`src/hw/rtl/lbdq_pkg.sv`:
```
// lbdq_pkg: shared types and codes for the bounded list deque.
// Holds the command, status and sequencer state encodings and the capacity width and reset value.
// No dependencies.
`default_nettype none

package lbdq_pkg;

    localparam int CFG_W = 5;
    localparam logic [CFG_W-1:0] CAP_RESET = 5'd16;

    typedef enum logic [2:0] {
        CMD_APPEND   = 3'd0,
        CMD_PREPEND  = 3'd1,
        CMD_DELETE   = 3'd2,
        CMD_POP_HEAD = 3'd3,
        CMD_POP_TAIL = 3'd4,
        CMD_PEEK     = 3'd5
    } t_cmd;

    typedef enum logic [1:0] {
        ST_OK        = 2'd0,
        ST_FULL      = 2'd1,
        ST_EMPTY     = 2'd2,
        ST_NOT_FOUND = 2'd3
    } t_status;

    typedef enum logic [2:0] {
        S_IDLE,
        S_EXEC,
        S_POP_WAIT,
        S_SCAN,
        S_SHIFT,
        S_FIN,
        S_RD_HEAD,
        S_RD_TAIL
    } t_state;

endpackage

`default_nettype wire

```
`src/hw/rtl/lbdq_store.sv`:
```
// lbdq_store: entry memory of the list, one write and one read port.
// Read data is registered. No package dependency.
`default_nettype none

module lbdq_store #(
    parameter int DEPTH = 16,
    parameter int WIDTH = 32,
    parameter int AW    = 4
) (
    input  wire logic             i_clk,
    input  wire logic             i_we,
    input  wire logic [AW-1:0]    i_waddr,
    input  wire logic [WIDTH-1:0] i_wdata,
    input  wire logic [AW-1:0]    i_raddr,
    output logic      [WIDTH-1:0] o_rdata
);

    logic [WIDTH-1:0] mem [DEPTH];
    logic [WIDTH-1:0] r_rdata;

    always_ff @(posedge i_clk) begin
        if (i_we) begin
            mem[i_waddr] <= i_wdata;
        end
    end

    always_ff @(posedge i_clk) begin
        r_rdata <= mem[i_raddr];
    end

    assign o_rdata = r_rdata;

endmodule

`default_nettype wire

```
`src/hw/rtl/bounded_list_deque_with_match_delete_core.sv`:
```
// Bounded list deque: top level with sequencer, capacity register and result register.
// Depends on lbdq_pkg and lbdq_store.
//
// Usage:
//   Command channel: drive i_cmd and i_value with start high; the command is
//   taken at a clock edge where start is high and busy is low. busy stays high
//   while the command is worked on.
//   Result channel: o_strobe is high for exactly one cycle with o_status,
//   o_popped_value, o_entry_count, o_head_value and o_tail_value. The receiver
//   cannot stall; the result must be taken in that cycle.
//   Capacity: i_cfg_we with i_cfg_wdata writes the capacity register; write it
//   only while the block is idle.
//   Timing: after the accepting edge the sequencer steps through EXEC, then
//   POP_WAIT for a pop or SCAN and, if needed, SHIFT for a match delete, then
//   FIN, RD_HEAD and RD_TAIL; o_strobe is registered from RD_TAIL. busy falls
//   in the strobe cycle, so a new command can be taken at the end of it. The
//   delete scan and the compaction after it move one entry per cycle through
//   the single read port of the entry memory; head and tail are read back from it at the end.
//   Reset: the list is empty, head index zero, capacity 16; memory contents
//   are not cleared, entries are only read after they are written.
`default_nettype none

module bounded_list_deque_with_match_delete_core
    import lbdq_pkg::*;
#(
    parameter int MAX_ENTRIES = 16,
    parameter int DATA_WIDTH  = 32
) (
    input  wire logic               i_clk,
    input  wire logic               i_rst_n,
    input  wire logic               start,
    output logic                    busy,
    input  wire logic [2:0]         i_cmd,
    input  wire logic signed [31:0] i_value,
    input  wire logic               i_cfg_we,
    input  wire logic [CFG_W-1:0]   i_cfg_wdata,
    output logic                    o_strobe,
    output logic [1:0]              o_status,
    output logic signed [31:0]      o_popped_value,
    output logic [4:0]              o_entry_count,
    output logic signed [31:0]      o_head_value,
    output logic signed [31:0]      o_tail_value
);

    localparam int IDX_W = (MAX_ENTRIES > 1) ? $clog2(MAX_ENTRIES) : 1;
    localparam int CNT_W = $clog2(MAX_ENTRIES + 1);
    localparam int LOG_W = CNT_W + 1;
    localparam int SUM_W = LOG_W + 1;
    localparam int CMP_W = (CNT_W > CFG_W) ? CNT_W : CFG_W;

    // physical slot of a logical position, modulo the store depth
    function automatic logic [IDX_W-1:0] slot(input logic [IDX_W-1:0] head,
                                              input logic [LOG_W-1:0] pos);
        logic [SUM_W-1:0] s;
        s = SUM_W'(head) + SUM_W'(pos);
        if (s >= SUM_W'(MAX_ENTRIES)) begin
            s = s - SUM_W'(MAX_ENTRIES);
        end
        return s[IDX_W-1:0];
    endfunction

    t_state                r_state, n_state;
    t_cmd                  r_cmd, n_cmd;
    t_status               r_status, n_status;
    logic [DATA_WIDTH-1:0] r_value, n_value;
    logic [IDX_W-1:0]      r_head, n_head;
    logic [CNT_W-1:0]      r_count, n_count;
    logic [CNT_W-1:0]      r_idx, n_idx;
    logic [DATA_WIDTH-1:0] r_popped, n_popped;
    logic [DATA_WIDTH-1:0] r_head_val, n_head_val;
    logic [DATA_WIDTH-1:0] r_tail_val, n_tail_val;
    logic                  r_strobe, n_strobe;
    logic [CFG_W-1:0]      r_capacity;

    logic                  mem_we;
    logic [IDX_W-1:0]      mem_waddr;
    logic [DATA_WIDTH-1:0] mem_wdata;
    logic [IDX_W-1:0]      mem_raddr;
    logic [DATA_WIDTH-1:0] mem_rdata;

    logic                  full, empty, match, more, more2;
    logic [LOG_W-1:0]      count_l, idx_l;
    logic [IDX_W-1:0]      prev_head;

    lbdq_store #(
        .DEPTH (MAX_ENTRIES),
        .WIDTH (DATA_WIDTH),
        .AW    (IDX_W)
    ) u_store (
        .i_clk   (i_clk),
        .i_we    (mem_we),
        .i_waddr (mem_waddr),
        .i_wdata (mem_wdata),
        .i_raddr (mem_raddr),
        .o_rdata (mem_rdata)
    );

    assign count_l   = LOG_W'(r_count);
    assign idx_l     = LOG_W'(r_idx);
    assign full      = (CMP_W'(r_count) >= CMP_W'(r_capacity))
                    || (r_count >= CNT_W'(MAX_ENTRIES));
    assign empty     = (r_count == '0);
    assign match     = (mem_rdata == r_value);
    assign more      = (idx_l + LOG_W'(1)) < count_l;
    assign more2     = (idx_l + LOG_W'(2)) < count_l;
    assign prev_head = (r_head == '0) ? IDX_W'(MAX_ENTRIES - 1) : r_head - IDX_W'(1);

    // next state
    always_comb begin
        n_state = r_state;
        case (r_state)
            S_IDLE: begin
                if (start) begin
                    n_state = S_EXEC;
                end
            end
            S_EXEC: begin
                case (r_cmd)
                    CMD_POP_HEAD, CMD_POP_TAIL: n_state = empty ? S_FIN : S_POP_WAIT;
                    CMD_DELETE:                 n_state = empty ? S_FIN : S_SCAN;
                    default:                    n_state = S_FIN;
                endcase
            end
            S_POP_WAIT: n_state = S_FIN;
            S_SCAN: begin
                if (match) begin
                    n_state = ((r_idx != '0) && more) ? S_SHIFT : S_FIN;
                end else begin
                    n_state = more ? S_SCAN : S_FIN;
                end
            end
            S_SHIFT:   n_state = more2 ? S_SHIFT : S_FIN;
            S_FIN:     n_state = S_RD_HEAD;
            S_RD_HEAD: n_state = S_RD_TAIL;
            S_RD_TAIL: n_state = S_IDLE;
            default:   n_state = S_IDLE;
        endcase
    end

    // datapath and memory control
    always_comb begin
        n_cmd      = r_cmd;
        n_value    = r_value;
        n_status   = r_status;
        n_head     = r_head;
        n_count    = r_count;
        n_idx      = r_idx;
        n_popped   = r_popped;
        n_head_val = r_head_val;
        n_tail_val = r_tail_val;
        n_strobe   = 1'b0;
        mem_we     = 1'b0;
        mem_waddr  = slot(r_head, idx_l);
        mem_wdata  = mem_rdata;
        mem_raddr  = r_head;
        case (r_state)
            S_IDLE: begin
                if (start) begin
                    n_cmd    = t_cmd'(i_cmd);
                    n_value  = DATA_WIDTH'($unsigned(i_value));
                    n_status = ST_OK;
                    n_popped = '0;
                end
            end
            S_EXEC: begin
                case (r_cmd)
                    CMD_APPEND: begin
                        if (full) begin
                            n_status = ST_FULL;
                        end else begin
                            mem_we    = 1'b1;
                            mem_waddr = slot(r_head, count_l);
                            mem_wdata = r_value;
                            n_count   = r_count + CNT_W'(1);
                        end
                    end
                    CMD_PREPEND: begin
                        if (full) begin
                            n_status = ST_FULL;
                        end else begin
                            mem_we    = 1'b1;
                            mem_waddr = prev_head;
                            mem_wdata = r_value;
                            n_head    = prev_head;
                            n_count   = r_count + CNT_W'(1);
                        end
                    end
                    CMD_DELETE: begin
                        n_status  = ST_NOT_FOUND;
                        n_idx     = '0;
                        mem_raddr = r_head;
                    end
                    CMD_POP_HEAD: begin
                        if (empty) begin
                            n_status = ST_EMPTY;
                        end
                        mem_raddr = r_head;
                    end
                    CMD_POP_TAIL: begin
                        if (empty) begin
                            n_status = ST_EMPTY;
                        end
                        mem_raddr = slot(r_head, count_l - LOG_W'(1));
                    end
                    CMD_PEEK: begin
                        if (empty) begin
                            n_status = ST_EMPTY;
                        end
                    end
                    default: begin
                    end
                endcase
            end
            S_POP_WAIT: begin
                n_popped = mem_rdata;
                n_count  = r_count - CNT_W'(1);
                if (r_cmd == CMD_POP_HEAD) begin
                    n_head = slot(r_head, LOG_W'(1));
                end
            end
            S_SCAN: begin
                // fetch the next entry; on a match it is the first one to move down
                mem_raddr = slot(r_head, idx_l + LOG_W'(1));
                if (match) begin
                    n_status = ST_OK;
                    if (r_idx == '0) begin
                        n_head  = slot(r_head, LOG_W'(1));
                        n_count = r_count - CNT_W'(1);
                    end else if (!more) begin
                        n_count = r_count - CNT_W'(1);
                    end
                end else if (more) begin
                    n_idx = r_idx + CNT_W'(1);
                end
            end
            S_SHIFT: begin
                // write back the entry read last cycle one place lower, read ahead
                mem_we    = 1'b1;
                mem_waddr = slot(r_head, idx_l);
                mem_wdata = mem_rdata;
                mem_raddr = slot(r_head, idx_l + LOG_W'(2));
                if (more2) begin
                    n_idx = r_idx + CNT_W'(1);
                end else begin
                    n_count = r_count - CNT_W'(1);
                end
            end
            S_FIN: begin
                if (empty) begin
                    n_head = '0;
                end
                mem_raddr = r_head;
            end
            S_RD_HEAD: begin
                n_head_val = empty ? '0 : mem_rdata;
                mem_raddr  = slot(r_head, count_l - LOG_W'(1));
            end
            S_RD_TAIL: begin
                n_tail_val = empty ? '0 : mem_rdata;
                n_strobe   = 1'b1;
            end
            default: begin
            end
        endcase
    end

    always_ff @(posedge i_clk) begin
        if (!i_rst_n) begin
            r_state    <= S_IDLE;
            r_head     <= '0;
            r_count    <= '0;
            r_strobe   <= 1'b0;
            r_capacity <= CAP_RESET;
        end else begin
            r_state  <= n_state;
            r_head   <= n_head;
            r_count  <= n_count;
            r_strobe <= n_strobe;
            if (i_cfg_we) begin
                r_capacity <= i_cfg_wdata;
            end
        end
    end

    always_ff @(posedge i_clk) begin
        r_cmd      <= n_cmd;
        r_value    <= n_value;
        r_status   <= n_status;
        r_idx      <= n_idx;
        r_popped   <= n_popped;
        r_head_val <= n_head_val;
        r_tail_val <= n_tail_val;
    end

    assign busy           = (r_state != S_IDLE);
    assign o_strobe       = r_strobe;
    assign o_status       = r_status;
    assign o_popped_value = 32'(r_popped);
    assign o_entry_count  = 5'(r_count);
    assign o_head_value   = 32'(r_head_val);
    assign o_tail_value   = 32'(r_tail_val);

    a_strobe_single: assert property (@(posedge i_clk) disable iff (!i_rst_n)
        o_strobe |=> !o_strobe)
        else $error("result strobe longer than one cycle");

    a_strobe_idle: assert property (@(posedge i_clk) disable iff (!i_rst_n)
        o_strobe |-> !busy)
        else $error("result strobe while busy");

    a_write_states: assert property (@(posedge i_clk) disable iff (!i_rst_n)
        mem_we |-> (r_state == S_EXEC || r_state == S_SHIFT))
        else $error("entry memory written outside insert or compaction");

    a_count_bound: assert property (@(posedge i_clk) disable iff (!i_rst_n)
        o_strobe |-> (r_count <= CNT_W'(MAX_ENTRIES)))
        else $error("entry count above store depth");

endmodule

`default_nettype wire
```
`config.mk`:
```
export PLATFORM = sky130hd
export DESIGN_NAME = bounded_list_deque_with_match_delete_core
export DESIGN_NICKNAME = d
export VERILOG_FILES = /design/src/hw/rtl/lbdq_pkg.sv /design/src/hw/rtl/lbdq_store.sv /design/src/hw/rtl/bounded_list_deque_with_match_delete_core.sv
export SDC_FILE = /design/constraint.sdc
export NUM_CORES = 1
export LEC_CHECK = 0
export CAP_MARGIN = 20
export CORE_MARGIN = 8
export CORE_UTILIZATION = 57
export CTS_CLUSTER_DIAMETER = 150
export DETAILED_ROUTE_END_ITERATION = 10
export DONT_BUFFER_PORTS = 1
export GPL_TIMING_DRIVEN = 0
export PLACE_DENSITY = 0.75
export SETUP_SLACK_MARGIN = 0.2
export SLEW_MARGIN = 20
export SYNTH_ARGS = -nofsm -noshare
export SYNTH_HDL_FRONTEND = slang
export SYNTH_HIERARCHICAL = 1
export SYNTH_SLANG_ARGS = --single-unit
```
`constraint.sdc`:
```
create_clock -name i_clk -period 5.5 [get_ports i_clk]
set_clock_uncertainty 0.1 [all_clocks]
set_input_delay 0.275 -clock i_clk [delete_from_list [all_inputs] [get_ports i_clk]]
set_output_delay 0.275 -clock i_clk [all_outputs]
set_load 0.01 [all_outputs]
```
==> metrics <==
CP arrival=5.19 ns; worst skew pair latency=0.60 ns; Tmin final=5.00 ns; total negative slack=0 ns; DP Wirelength=43100 µm; port bufs=0; Sw Ratio=28.6%; Worst VDD drop=0.000257 V; GRT overflow=0; met1 Use GR=29.3%; main combinational cell family by area after synthesis=multiplexers; fin crit share=90.9%; reg2reg setup slack=0.50 ns; Crit Path Max Fanout=18; largest net degree at the start of global routing=34; LEAKAGE=0.0105 µW; first-pass GRT wire length=95000 µm; Max-cap violations=0; vias in the first global route=14967; post-synth net total=1598; Critical Path RT=5.69 ns; DR WL/cell=27.7 µm; leading area contributor after synthesis=edfxtp_1; fin. max-slew vios=0; met2 Use GR=38.2%; DR pass1 iterations=5; Place WS=0.315 ns; Clk pwr share=31.0%; die width=236 µm; flops & latches, synth=700; Final Hold Fails=0; P_sw=4200 µW; busiest grt layer=met2; met3 GRT Util=5.49%; Crit Path Class=flip-flop to flip-flop; fin nets=1745; Clock transition at path regs=0.06 ns; Gate power share=20.0%; Post-Synth XOR/XNOR Area=1.80%; utilization after layout=66.3%; cell count after synthesis=1515; Hold Crit Class=primary input to flip-flop; CTS Buf Count=68; die area=0.0558 mm²; via count=14823; Detail Route Antenna Nets=0; Max Freq=200 MHz; CTS tree=yes; share of the yosys chip area belonging to registers=74.2%; Synth area leaders=edfxtp_1, mux4_2, dfxtp_1; Post-Synth Adder-Cell Area=1.90%; Final Wtd Congestion=0.853; Root Driver=clkbuf_16; Mean Syn Cell Area=18.3 µm²; H-tree Lvls=3; RSZ-0062 raised after global routing=false; area share of the largest cell type after synthesis=70.6%; Worst Max-Slew Pin Slew=1.11 ns; total power=14700 µW; simple-gate share of the synthesized area=5.69%; CP endpoint kind=flip-flop; Die H=236 µm; Vias per Instance=6.35; slew margin rel.=25.0%; WL final=64700 µm; Syn. warnings=6; multiplexer share of the synthesized area=10.9%; Int Power=10500 µW; Main synth FF type=edfxtp_1; initial core utilization=57.8%; # rows=80; Unique masters post-synth=61; gr usage total=22.8%; Post-synth EDFFs=650; Startpoint Class=flip-flop; Residual DRC=0; Area Growth Syn to Fin=14.8%; sequential share of power=49.1%; initial antenna violation count=2; worst-case clock buffer depth=3; P per Cell Area=462 mW/mm²; status=complete, no violations; Async SR Flop Fraction=0%; final cell count without fillers=2333; clock sinks=700; placed cells=2162; Core Region=0.0478 mm²; final setup vio count=0; I/O pin cnt=149; Synth Area in Compound Gates=3.97%; Post-Syn Area=0.0277 mm²; Detailed Route Iter0 Violations=1649; share of cells above drive strength 1=18.1%; final setup margin=0.503 ns
[metal layers]
metal | vias up | share of wire (%) | routed length, µm
li1 | 6244 | - | -
met1 | 7562 | 38 | 24500
met2 | 874 | 49 | 31800
met3 | 141 | 10 | 6590
met4 | 2 | 2.8 | 1840
met5 | - | 0.017 | 11
[cells in the mapped netlist, types with 3 or more instances]
library cell / number
edfxtp_1: 650
nand2_1: 169
mux4_2: 128
and2_1: 69
a22oi_1: 65
dfxtp_1: 50
xnor2_1: 48
clkbuf_1: 40
ha_1: 34
nor2_1: 30
a21oi_1: 25
inv_1: 22
mux2i_1: 13
o21ai_0: 13
buf_4: 12
buf_1: 10
a21o_1: 9
nor2b_1: 9
xor2_1: 9
nand4_1: 8
buf_2: 7
nand2b_1: 7
nor3_1: 6
a211o_1: 5
fa_1: 5
nand3_1: 5
a221oi_1: 4
a31oi_1: 4
and3_1: 4
nor4_1: 4
o21bai_1: 4
or2_2: 4
a211oi_1: 3
buf_6: 3
o211ai_1: 3
o221ai_1: 3
[through the flow]
stage               cell area [µm²]  hold slack [ns]
floorplan                     27700            0.274
global placement              28400            0.274
detailed placement            29100            0.274
CTS                           31700           0.0373
global route                  31700           0.0808
finish                        31700           0.0649
[logic make-up (layout without fill, tap and decap cells)]
| kind of cell | count (synthesis) | in the layout |
|---|---|---|
| adders and majority gates | 39 | 39 |
| other | 0 | 1 |
| buffers and inverters | 95 | 297 |
| DFF | 700 | 700 |
| AOI/OAI and AO/OA | 155 | 155 |
| xor gates and xnor gates | 57 | 57 |
| and+or+nand+nor | 328 | 328 |
| muxes | 141 | 141 |
[repair_timing]
action / in CTS / in global routing
endpoints found under the hold margin: 44 / 0
gates resized for setup: 0 / 3
endpoints found under the setup margin: 0 / 98
setup buffers: 0 / 1
hold buffers: 44 / 0
[power by group through the flow]
stage	Clock (µW)	Combinational (µW)	Sequential [µW]
after floorplan	0	1940	7070
after global placement	0	2670	7270
after detailed placement	0	2860	7280
after CTS	4600	2910	7170
after global routing	4780	3150	7210
final	4540	2930	7190
[critical path, cell delays in order (launching register included)]
cell and delay [ns]:
dfxtp_1 0.61, inv_1 0.22, ha_1 0.34, nor2b_1 0.09
o21ai_0 0.09, a31oi_1 0.44, nand3_1 0.62, a221oi_1 0.54
a21o_1 0.37, nand2_1 0.34, nor2_4 0.65, buf_12 0.27
[registers in the layout, indices dropped and copies added (netlist names)]
| name | cells |
|---|---|
| u_store/mem | 512 |
| o_head_value | 32 |
| o_popped_value | 32 |
| o_tail_value | 32 |
| r_value | 32 |
| u_store/o_rdata | 32 |
| o_entry_count | 5 |
| r_capacity | 5 |
| r_idx | 5 |
| r_head | 4 |
| r_cmd | 3 |
| r_state | 3 |
| o_status | 2 |
| o_strobe | 1 |
[final timing paths]
path / cells after the start / startpoint / endpoint
max reg2reg: 11 / o_entry_count[0]$_SDFFE_PN0P_ / u_store/mem[15][11]$_DFFE_PP_
max: 11 / o_entry_count[0]$_SDFFE_PN0P_ / u_store/mem[15][11]$_DFFE_PP_
min: 3 / i_cfg_we / r_capacity[1]$_SDFFE_PN0P_
min reg2reg: 2 / r_capacity[1]$_SDFFE_PN0P_ / r_capacity[1]$_SDFFE_PN0P_
[layout by cell type (no fill, tap or decap), drive strengths merged, types with 5 or more instances in the layout]
master         n
edfxtp       650
nand2        169
mux4         128
clkbuf       128
and2          70
a22oi         65
buf           65
dfxtp         50
xnor2         48
dlygate4sd3   44
ha            34
nor2          30
clkinv        28
a21oi         26
inv           26
o21ai         14
mux2i         13
nor2b          9
a21o           9
xor2           9
nand4          8
nor3           8
nand2b         7
nand3          5
a211o          5
fa             5
bufinv         5
[cell type report]
cell class                 count  area [µm²]
antenna                        1        2.50
buffer                        72         348
clock buffer                  88        1840
clock inverter                37         327
fill                        3044       16100
inverter                      23        86.3
multi-input combinational    720        6840
sequential                   700       20500
tap                          615         769
timing repair buffer          77        1010
Power figures use the tool's default switching activity.
